`src/rtl/core/fcms_pkg.sv`:
```
`timescale 1ns / 1ps
// shared widths and control/status bundles for the frequency conversion
// multiplier/shift block; no dependencies

package fcms_pkg;

  localparam int unsigned FREQ_W  = 64;
  localparam int unsigned SHIFT_W = 7;
  localparam int unsigned LZ_W    = 6;
  localparam int unsigned CNT_W   = 6;

  // controller to datapath
  typedef struct packed {
    logic load;      // capture a new input beat
    logic norm;      // one normalization step
    logic prep;      // compare normalized operands, set up the division
    logic div;       // one restoring division step
    logic out_load;  // move the result into the output register
  } fcms_cmd_t;

  // datapath to controller
  typedef struct packed {
    logic in_bad;     // incoming beat has a zero operand
    logic bad;        // captured beat has a zero operand
    logic norm_done;  // both operands have their msb set
    logic div_last;   // final division step
  } fcms_status_t;

endpackage

```
`src/rtl/core/fcms_if.sv`:
```
`timescale 1ns / 1ps
// valid/ready channel interfaces for the input and result beats
// depends on fcms_pkg for field widths

interface fcms_in_if;
  logic                              valid;
  logic                              ready;
  logic [fcms_pkg::FREQ_W-1:0]       source_frequency;
  logic [fcms_pkg::FREQ_W-1:0]       target_frequency;

  modport source (output valid, output source_frequency, output target_frequency,
                  input ready);
  modport sink   (input valid, input source_frequency, input target_frequency,
                  output ready);
endinterface

interface fcms_out_if;
  logic                              valid;
  logic                              ready;
  logic [fcms_pkg::FREQ_W-1:0]       scale_multiplier;
  logic [fcms_pkg::SHIFT_W-1:0]      scale_shift;
  logic                              bad_operand;

  modport source (output valid, output scale_multiplier, output scale_shift,
                  output bad_operand, input ready);
  modport sink   (input valid, input scale_multiplier, input scale_shift,
                  input bad_operand, output ready);
endinterface

```
`src/rtl/core/fcms_datapath.sv`:
```
`timescale 1ns / 1ps
// operand normalization, shift computation, serial 128/64 divider and
// result register; depends on fcms_pkg

module fcms_datapath (
  input  logic                          clk_i,
  input  logic                          rst_ni,
  input  fcms_pkg::fcms_cmd_t           cmd_i,
  output fcms_pkg::fcms_status_t        status_o,
  input  logic [fcms_pkg::FREQ_W-1:0]   src_i,
  input  logic [fcms_pkg::FREQ_W-1:0]   dst_i,
  output logic [fcms_pkg::FREQ_W-1:0]   mult_o,
  output logic [fcms_pkg::SHIFT_W-1:0]  shift_o,
  output logic                          bad_o
);

  logic [fcms_pkg::FREQ_W-1:0]  src_q, src_d;
  logic [fcms_pkg::FREQ_W-1:0]  dst_q, dst_d;
  logic [fcms_pkg::LZ_W-1:0]    lzs_q, lzs_d;
  logic [fcms_pkg::LZ_W-1:0]    lzd_q, lzd_d;
  logic                         bad_q, bad_d;
  logic [fcms_pkg::FREQ_W-1:0]  rem_q, rem_d;
  logic [fcms_pkg::FREQ_W-1:0]  quo_q, quo_d;
  logic [fcms_pkg::SHIFT_W-1:0] shift_q, shift_d;
  logic [fcms_pkg::CNT_W-1:0]   cnt_q, cnt_d;
  logic [fcms_pkg::FREQ_W-1:0]  mult_out_q, mult_out_d;
  logic [fcms_pkg::SHIFT_W-1:0] shift_out_q, shift_out_d;
  logic                         bad_out_q, bad_out_d;

  logic                         over;
  logic [fcms_pkg::FREQ_W:0]    trial;
  logic [fcms_pkg::FREQ_W:0]    diff;
  logic                         qbit;

  // normalized target not below normalized source: quotient needs one less shift
  assign over  = (dst_q >= src_q);
  assign trial = {rem_q, quo_q[fcms_pkg::FREQ_W-1]};
  assign diff  = trial - {1'b0, src_q};
  assign qbit  = (trial >= {1'b0, src_q});

  always_comb begin
    src_d       = src_q;
    dst_d       = dst_q;
    lzs_d       = lzs_q;
    lzd_d       = lzd_q;
    bad_d       = bad_q;
    rem_d       = rem_q;
    quo_d       = quo_q;
    shift_d     = shift_q;
    cnt_d       = cnt_q;
    mult_out_d  = mult_out_q;
    shift_out_d = shift_out_q;
    bad_out_d   = bad_out_q;

    if (cmd_i.load) begin
      src_d = src_i;
      dst_d = dst_i;
      lzs_d = '0;
      lzd_d = '0;
      bad_d = status_o.in_bad;
    end

    if (cmd_i.norm) begin
      if (!src_q[fcms_pkg::FREQ_W-1]) begin
        src_d = {src_q[fcms_pkg::FREQ_W-2:0], 1'b0};
        lzs_d = lzs_q + 1'b1;
      end
      if (!dst_q[fcms_pkg::FREQ_W-1]) begin
        dst_d = {dst_q[fcms_pkg::FREQ_W-2:0], 1'b0};
        lzd_d = lzd_q + 1'b1;
      end
    end

    if (cmd_i.prep) begin
      // dividend is the normalized target placed at bit 127 or bit 126
      if (over) begin
        rem_d = {1'b0, dst_q[fcms_pkg::FREQ_W-1:1]};
        quo_d = {dst_q[0], {(fcms_pkg::FREQ_W-1){1'b0}}};
      end else begin
        rem_d = dst_q;
        quo_d = '0;
      end
      shift_d = fcms_pkg::SHIFT_W'(lzd_q) + fcms_pkg::SHIFT_W'(fcms_pkg::FREQ_W)
              - fcms_pkg::SHIFT_W'(lzs_q) - fcms_pkg::SHIFT_W'(over);
      cnt_d   = '1;
    end

    if (cmd_i.div) begin
      // low dividend bits shift out of quo_q as quotient bits shift in
      rem_d = qbit ? diff[fcms_pkg::FREQ_W-1:0] : trial[fcms_pkg::FREQ_W-1:0];
      quo_d = {quo_q[fcms_pkg::FREQ_W-2:0], qbit};
      cnt_d = cnt_q - 1'b1;
    end

    if (cmd_i.out_load) begin
      mult_out_d  = bad_q ? '0 : quo_q;
      shift_out_d = bad_q ? '0 : shift_q;
      bad_out_d   = bad_q;
    end
  end

  always_ff @(posedge clk_i or negedge rst_ni) begin
    if (!rst_ni) begin
      cnt_q <= '0;
      bad_q <= 1'b0;
    end else begin
      cnt_q <= cnt_d;
      bad_q <= bad_d;
    end
  end

  always_ff @(posedge clk_i) begin
    src_q       <= src_d;
    dst_q       <= dst_d;
    lzs_q       <= lzs_d;
    lzd_q       <= lzd_d;
    rem_q       <= rem_d;
    quo_q       <= quo_d;
    shift_q     <= shift_d;
    mult_out_q  <= mult_out_d;
    shift_out_q <= shift_out_d;
    bad_out_q   <= bad_out_d;
  end

  assign status_o.in_bad    = (src_i == '0) || (dst_i == '0);
  assign status_o.bad       = bad_q;
  assign status_o.norm_done = src_q[fcms_pkg::FREQ_W-1] && dst_q[fcms_pkg::FREQ_W-1];
  assign status_o.div_last  = (cnt_q == '0);

  assign mult_o  = mult_out_q;
  assign shift_o = shift_out_q;
  assign bad_o   = bad_out_q;

endmodule

```
`src/rtl/core/fcms_ctrl.sv`:
```
`timescale 1ns / 1ps
// sequencer for normalize, prepare, divide and result hand-off
// depends on fcms_pkg

module fcms_ctrl (
  input  logic                    clk_i,
  input  logic                    rst_ni,
  input  logic                    in_valid_i,
  output logic                    in_ready_o,
  output logic                    out_valid_o,
  input  logic                    out_ready_i,
  output fcms_pkg::fcms_cmd_t     cmd_o,
  input  fcms_pkg::fcms_status_t  status_i
);

  typedef enum logic [4:0] {
    StIdle = 5'b00001,
    StNorm = 5'b00010,
    StPrep = 5'b00100,
    StDiv  = 5'b01000,
    StFin  = 5'b10000
  } state_e;

  state_e state_q, state_d;
  logic   out_valid_q, out_valid_d;
  logic   in_fire;
  logic   out_free;

  assign in_ready_o = (state_q == StIdle);
  assign in_fire    = in_valid_i && in_ready_o;
  assign out_free   = !out_valid_q || out_ready_i;

  always_comb begin
    state_d = state_q;
    cmd_o   = '0;
    unique case (state_q)
      StIdle: begin
        if (in_valid_i) begin
          cmd_o.load = 1'b1;
          state_d    = status_i.in_bad ? StFin : StNorm;
        end
      end
      StNorm: begin
        if (status_i.norm_done) begin
          state_d = StPrep;
        end else begin
          cmd_o.norm = 1'b1;
        end
      end
      StPrep: begin
        cmd_o.prep = 1'b1;
        state_d    = StDiv;
      end
      StDiv: begin
        cmd_o.div = 1'b1;
        if (status_i.div_last) begin
          state_d = StFin;
        end
      end
      StFin: begin
        if (out_free) begin
          cmd_o.out_load = 1'b1;
          state_d        = StIdle;
        end
      end
      default: state_d = StIdle;
    endcase
  end

  always_comb begin
    out_valid_d = out_valid_q;
    if (out_valid_q && out_ready_i) begin
      out_valid_d = 1'b0;
    end
    if (cmd_o.out_load) begin
      out_valid_d = 1'b1;
    end
  end

  always_ff @(posedge clk_i or negedge rst_ni) begin
    if (!rst_ni) begin
      state_q     <= StIdle;
      out_valid_q <= 1'b0;
    end else begin
      state_q     <= state_d;
      out_valid_q <= out_valid_d;
    end
  end

  assign out_valid_o = out_valid_q;

  // a pending result is never overwritten
  a_no_overwrite: assert property (@(posedge clk_i) disable iff (!rst_ni)
    cmd_o.out_load |-> (!out_valid_q || out_ready_i))
    else $error("result register overwritten while pending");

  // a zero operand skips the divider entirely
  a_bad_skip: assert property (@(posedge clk_i) disable iff (!rst_ni)
    (in_fire && status_i.in_bad) |=> (state_q == StFin && status_i.bad))
    else $error("zero operand beat did not go straight to hand-off");

  // last division step leads to hand-off
  a_div_end: assert property (@(posedge clk_i) disable iff (!rst_ni)
    (state_q == StDiv && status_i.div_last) |=> (state_q == StFin))
    else $error("divider did not finish after its last step");

  // loading the result always raises valid
  a_out_valid: assert property (@(posedge clk_i) disable iff (!rst_ni)
    cmd_o.out_load |=> out_valid_q)
    else $error("result loaded without valid");

endmodule

```
`src/rtl/core/freq_conversion_mult_shift.sv`:
```
`timescale 1ns / 1ps
// sequence: accept, normalization until both operands have their msb set,
// prepare, the 64-step restoring division and hand-off, which waits while a
// result is still pending; a zero operand goes from accept straight to hand-off.
// throughput: one beat at a time, the next accepted after the result is
// registered; the restoring divider dominates the time per beat.
// reset: asynchronous active low, returns to idle with no result pending.

module freq_conversion_mult_shift (
  input  logic        clk_i,
  input  logic        rst_ni,
  fcms_in_if.sink     in_i,
  fcms_out_if.source  out_o
);

  fcms_pkg::fcms_cmd_t    cmd;
  fcms_pkg::fcms_status_t status;

  fcms_ctrl u_ctrl (
    .clk_i       (clk_i),
    .rst_ni      (rst_ni),
    .in_valid_i  (in_i.valid),
    .in_ready_o  (in_i.ready),
    .out_valid_o (out_o.valid),
    .out_ready_i (out_o.ready),
    .cmd_o       (cmd),
    .status_i    (status)
  );

  fcms_datapath u_datapath (
    .clk_i    (clk_i),
    .rst_ni   (rst_ni),
    .cmd_i    (cmd),
    .status_o (status),
    .src_i    (in_i.source_frequency),
    .dst_i    (in_i.target_frequency),
    .mult_o   (out_o.scale_multiplier),
    .shift_o  (out_o.scale_shift),
    .bad_o    (out_o.bad_operand)
  );

endmodule
```
`src/flat_wrapper.sv`:
```
// flat-port wrapper written by rule: the top's interface ports become plain ports
module freq_conversion_mult_shift_flat 
  (clk_i, rst_ni, in_i_valid, in_i_source_frequency, in_i_target_frequency, in_i_ready, out_o_valid, out_o_scale_multiplier, out_o_scale_shift, out_o_bad_operand, out_o_ready);
  fcms_in_if in_i_i ();
  fcms_out_if out_o_i ();
  input  logic clk_i;
  input  logic rst_ni;
  input wire logic [$bits(in_i_i.valid)-1:0] in_i_valid;
  input wire logic [$bits(in_i_i.source_frequency)-1:0] in_i_source_frequency;
  input wire logic [$bits(in_i_i.target_frequency)-1:0] in_i_target_frequency;
  output wire logic [$bits(in_i_i.ready)-1:0] in_i_ready;
  output wire logic [$bits(out_o_i.valid)-1:0] out_o_valid;
  output wire logic [$bits(out_o_i.scale_multiplier)-1:0] out_o_scale_multiplier;
  output wire logic [$bits(out_o_i.scale_shift)-1:0] out_o_scale_shift;
  output wire logic [$bits(out_o_i.bad_operand)-1:0] out_o_bad_operand;
  input wire logic [$bits(out_o_i.ready)-1:0] out_o_ready;
  assign in_i_i.valid = in_i_valid;
  assign in_i_i.source_frequency = in_i_source_frequency;
  assign in_i_i.target_frequency = in_i_target_frequency;
  assign in_i_ready = in_i_i.ready;
  assign out_o_valid = out_o_i.valid;
  assign out_o_scale_multiplier = out_o_i.scale_multiplier;
  assign out_o_scale_shift = out_o_i.scale_shift;
  assign out_o_bad_operand = out_o_i.bad_operand;
  assign out_o_i.ready = out_o_ready;
  freq_conversion_mult_shift u_core (.clk_i(clk_i), .rst_ni(rst_ni), .in_i(in_i_i), .out_o(out_o_i));
endmodule
```
`config.mk`:
```
export PLATFORM = sky130hd
export DESIGN_NAME = freq_conversion_mult_shift_flat
export DESIGN_NICKNAME = d
export VERILOG_FILES = /design/src/rtl/core/fcms_pkg.sv /design/src/rtl/core/fcms_if.sv /design/src/rtl/core/fcms_datapath.sv /design/src/rtl/core/fcms_ctrl.sv /design/src/rtl/core/freq_conversion_mult_shift.sv /design/src/flat_wrapper.sv
export SDC_FILE = /design/constraint.sdc
export NUM_CORES = 1
export LEC_CHECK = 0
export BUFFER_PORTS_ARGS = -buffer_cell sky130_fd_sc_hd__buf_2
export CAP_MARGIN = 10
export CORE_ASPECT_RATIO = 1.75
export CORE_MARGIN = 10
export CORE_UTILIZATION = 50
export CTS_BUF_LIST = sky130_fd_sc_hd__clkbuf_8
export DETAILED_ROUTE_END_ITERATION = 10
export HOLD_SLACK_MARGIN = 0.05
export PLACE_DENSITY = 0.72
export SETUP_SLACK_MARGIN = 0.4
export SYNTH_ARGS = -nofsm -noshare
export SYNTH_HDL_FRONTEND = slang
export SYNTH_SLANG_ARGS = --single-unit
```
`constraint.sdc`:
```
create_clock -name clk_i -period 4.9 [get_ports clk_i]
set_clock_uncertainty 0.1 [all_clocks]
set_input_delay 0.735 -clock clk_i [delete_from_list [all_inputs] [get_ports clk_i]]
set_output_delay 0.735 -clock clk_i [all_outputs]
set_load 0.01 [all_outputs]
```
==> impl_results.md <==
* Cell taking the most area after synthesis: edfxtp_1
* Post-Syn Instances at 2,217
* Hold Path Class: primary input to flip-flop
* Final setup slack of the worst path at 0.540 ns
* Core box area at 41,500 sq um
* Critical Path Start Type: flip-flop
* Share of total power consumed by net switching at 45.6%
* Clk slew on worst S/H paths at 0.07 ns
* Slowest cell delay on critical path at 0.62 ns
* Worst slack after detailed placement at 0.157 ns
* Avg Synthesized Cell Area at 9.41 sq um
* Per-cell routed wire length at 22.1 um
* Max transition margin at 21.7%
* Worst skew pair latency at 0.65 ns
* Netlist cell types at 79
* Worst hold slack at 0.188 ns
* Chip Height at 290 um
* Pre-Repair DR Iteration Count at 5
* Standard-cell rows at 99
* I/O pin cnt at 206
* Multi-input gate area in the final layout at 10,700 sq um
* Number of global-route vias before repair at 18,221
* Drt first-iter violations at 1,465
* Vias per inst at 6.04
* Half-perimeter wire length after placement at 50,300 um
* Switching power summed over all nets at 7.75 mW
* Cell family contributing the most delay on the critical path: simple AND/OR/NAND/NOR gates
* Leakage at 9.91 nW
* Transition at the pin with the smallest max-transition slack at 1.17 ns
* Async set or reset register ratio after synthesis at 3.61%
* Register-to-register path setup slack at 0.54 ns
* Wire length of the first global-routing pass at 100,000 um
* Remaining design rule violation count at 0
* Crit path DAT at 4.65 ns
* Non-Filler Instances at 2,995
* Die extent in x at 174 um
* Total Nets Final at 2,670
* Power density of the placed cells at 723 nW/um^2
* Port-buffer cells at 205
* Initial Util at 50.3%
* TritonCTS clock tree: built
* Overflow left after global routing at 0
* Number of buffers and inverters on the critical path at 1
* Crit path required time at 5.19 ns
* Number of buffers added by the clock tree synthesis step at 53
* Placed cell area at 22,400 sq um
* Commonest cells after routing, fill and taps aside: nor2_1 (207), edfxtp_1 (207), buf_2 (205), a21oi_1 (182), nand2_1 (158)
* Post-Route Setup TNS at 0 ns
* Clock root buffer master: clkbuf_8
* Critical path capture point type: flip-flop
* Count of final max-slew check failures at 0
* Clock Power Share at 14.6%
* Reg power frac at 29.8%
* Detail Route Antenna Nets at 0
* Max capacitance violation total at 0
* EDFF count, synth at 207
* Sequential-to-total area share from yosys stat at 44.8%
* Max H-tree Level at 2
* Top area cells in the synthesized netlist: edfxtp_1 (30%), dfxtp_1 (13%), ha_1 (8.6%), a21oi_1 (4.4%), o22ai_1 (3.9%)
* P_int at 9.23 mW
* Maximum operating frequency at 229 MHz
* Share of the synthesized area in the top cell type at 29.8%
* Synthesized area at 20,900 sq um
* Number of warnings printed during yosys synthesis at 0
* Unrepaired setup endpoints after global routing: yes
* Final Total Pwr at 17.0 mW
* Net Count, Synth at 2,495
* Area of all placed cells without fillers at 23,500 sq um
* Yosys reg bits at 360
* Buffers from clock root to sink, at most at 3
* Full die area at 50,600 sq um
* Total of endpoints with negative setup slack in the final report at 0
* Critical path, cell by cell: inv_1 -> ha_1 -> and4_1 -> nand3_1 -> or4_4 -> a21oi_2 -> o31ai_1 -> nand3_1 -> o31ai_4 -> fa_2 -> fa_1 -> nand2b_1 -> a21oi_1 -> o21bai_1 -> a21oi_1 -> xnor2_1
* Signed area change from the synthesized netlist to the final layout at 12.7%
* Share of post-route cells with drive strength above 1 at 14.2%
* Buffers inserted by post-CTS timing repair at 0
* Top fanout value on the critical path at 3
* Period minus WS final at 4.36 ns
* Result of the run: complete, no violations
* Path type of the worst setup path: flip-flop to flip-flop
* Layout fillers at 3,700
* Antenna violations before repair at 1
* Total Routed Length at 66,200 um
* Total track usage at 25.0%
* Worst path slowest cell: or4_4
* Final number of hold-violating endpoints at 0
* Sequential Area at 9350 sq um
* Via count of the routed design at 18,092
* Peak ir drop on the vdd network at 0.000525 V
* Largest net degree at the start of global routing at 73
* Post-Place Cells at 2,891
* Logic pwr share at 55.6%
* End-of-flow core utilization at 56.6%
* Final weighted congestion in routability-driven placement at 1.02
* Ratio of final minimum period to clock period at 89.0%
* Primary FF master, synth: edfxtp_1
* Clock Sink Count at 360
-- Yosys cell counts (all sizes together), types with 5 or more instances --
cell,n
or3,12
clkbuf,78
nand4,42
edfxtp,207
a22oi,11
mux2,11
nand3b,6
dfrtp,12
o31ai,13
a2111oi,5
nor2,208
or2,5
a211oi,13
nor2b,81
a211o,6
o21a,15
and3,11
ha,143
nor4,38
o211ai,39
o21ai,112
inv,109
mux2i,58
nor3,33
nand2b,8
o22ai,130
o21bai,17
a31oi,12
xnor2,41
nand3,31
nand2,162
dfxtp,140
and2,72
buf,38
xor2,19
a21o,41
a21boi,5
a21oi,184
-- final cells by class --
class	instances	area share, %
Multi-Input combinational cell	1632	45.5
Clock buffer	56	3.28
Antenna cell	3	0.0319
Sequential cell	360	39.8
Tap cell	555	2.95
Inverter	109	1.74
Clock inverter	44	1.27
Timing Repair Buffer	236	5.50
-- sequential cells by signal, summed over array words and instances (netlist names) --
signal / flops
u_core.u_datapath.bad_o: 1
u_core.u_datapath.shift_o: 7
u_core.u_datapath.src_q: 64
u_core.u_datapath.rem_q: 64
u_core.u_datapath.lzd_q: 6
u_core.u_ctrl.state_q: 5
u_core.u_ctrl.out_valid_o: 1
u_core.u_datapath.shift_q: 7
u_core.u_datapath.mult_o: 64
u_core.u_datapath.dst_q: 64
u_core.u_datapath.lzs_q: 6
u_core.u_datapath.quo_q: 64
u_core.u_datapath.cnt_q: 6
u_core.u_datapath.bad_q: 1
-- layer usage --
metal | global-route usage [%] | share of wire [%] | routed length, um
met5 | 0 | 0 | 0
met4 | 19.6 | 8.4 | 5530
met3 | 4.47 | 6.9 | 4600
met2 | 43.0 | 48 | 32100
met1 | 26.4 | 36 | 24000
-- power by group through the flow --
| stage | Sequential, mW | Combinational [mW] | Clock (mW) |
|---|---|---|---|
| CTS | 5.03 | 9.29 | 2.52 |
| floorplan | 4.85 | 6.88 | 0 |
| global placement | 5.06 | 9.00 | 0 |
| global route | 5.15 | 10.3 | 2.63 |
| finish | 5.07 | 9.45 | 2.47 |
| detailed placement | 5.09 | 9.21 | 0 |
-- repair_timing --
item                       in CTS  in global routing
setup endpoints to repair      18                  5
gates resized for setup         4                  2
hold buffers                    1                  0
hold endpoints to repair       12                  0
-- kinds of logic (layout without fill, tap and decap cells) --
logic type,Yosys count,after routing,share of synthesized area (%)
adders and majority gates,146,146,8.87
AOI/OAI and AO/OA,635,635,19.0
other,0,3,0
and+or+nand+nor,722,722,17.1
xor gates and xnor gates,60,60,2.52
buffers and inverters,225,445,4.39
muxes,69,69,3.38
DFF,360,360,44.8
-- worst reg2reg max path: stages, from the launching register on --
cell,delay [ns]
dfxtp_1,0.34
inv_1,0.10
ha_1,0.32
and4_1,0.18
nand3_1,0.15
or4_4,0.62
a21oi_2,0.18
o31ai_1,0.13
nand3_1,0.21
o31ai_4,0.12
fa_2,0.42
fa_1,0.44
nand2b_1,0.16
a21oi_1,0.23
o21bai_1,0.10
a21oi_1,0.20
xnor2_1,0.09
-- path summary, 6_finish.rpt --
kind,startpoint,endpoint,cells after the start
max,u_core.u_datapath.src_q[61],u_core.u_datapath.shift_q[6],16
min,out_o_ready,u_core.u_ctrl.out_valid_o,2
max reg2reg,u_core.u_datapath.src_q[61],u_core.u_datapath.shift_q[6],16
min reg2reg,u_core.u_datapath.lzd_q[4],u_core.u_datapath.lzd_q[4],1
max in group asynchronous,rst_ni,u_core.u_ctrl.state_q[0],2
min in group asynchronous,rst_ni,u_core.u_ctrl.out_valid_o,2
Power figures use the tool's default switching activity.
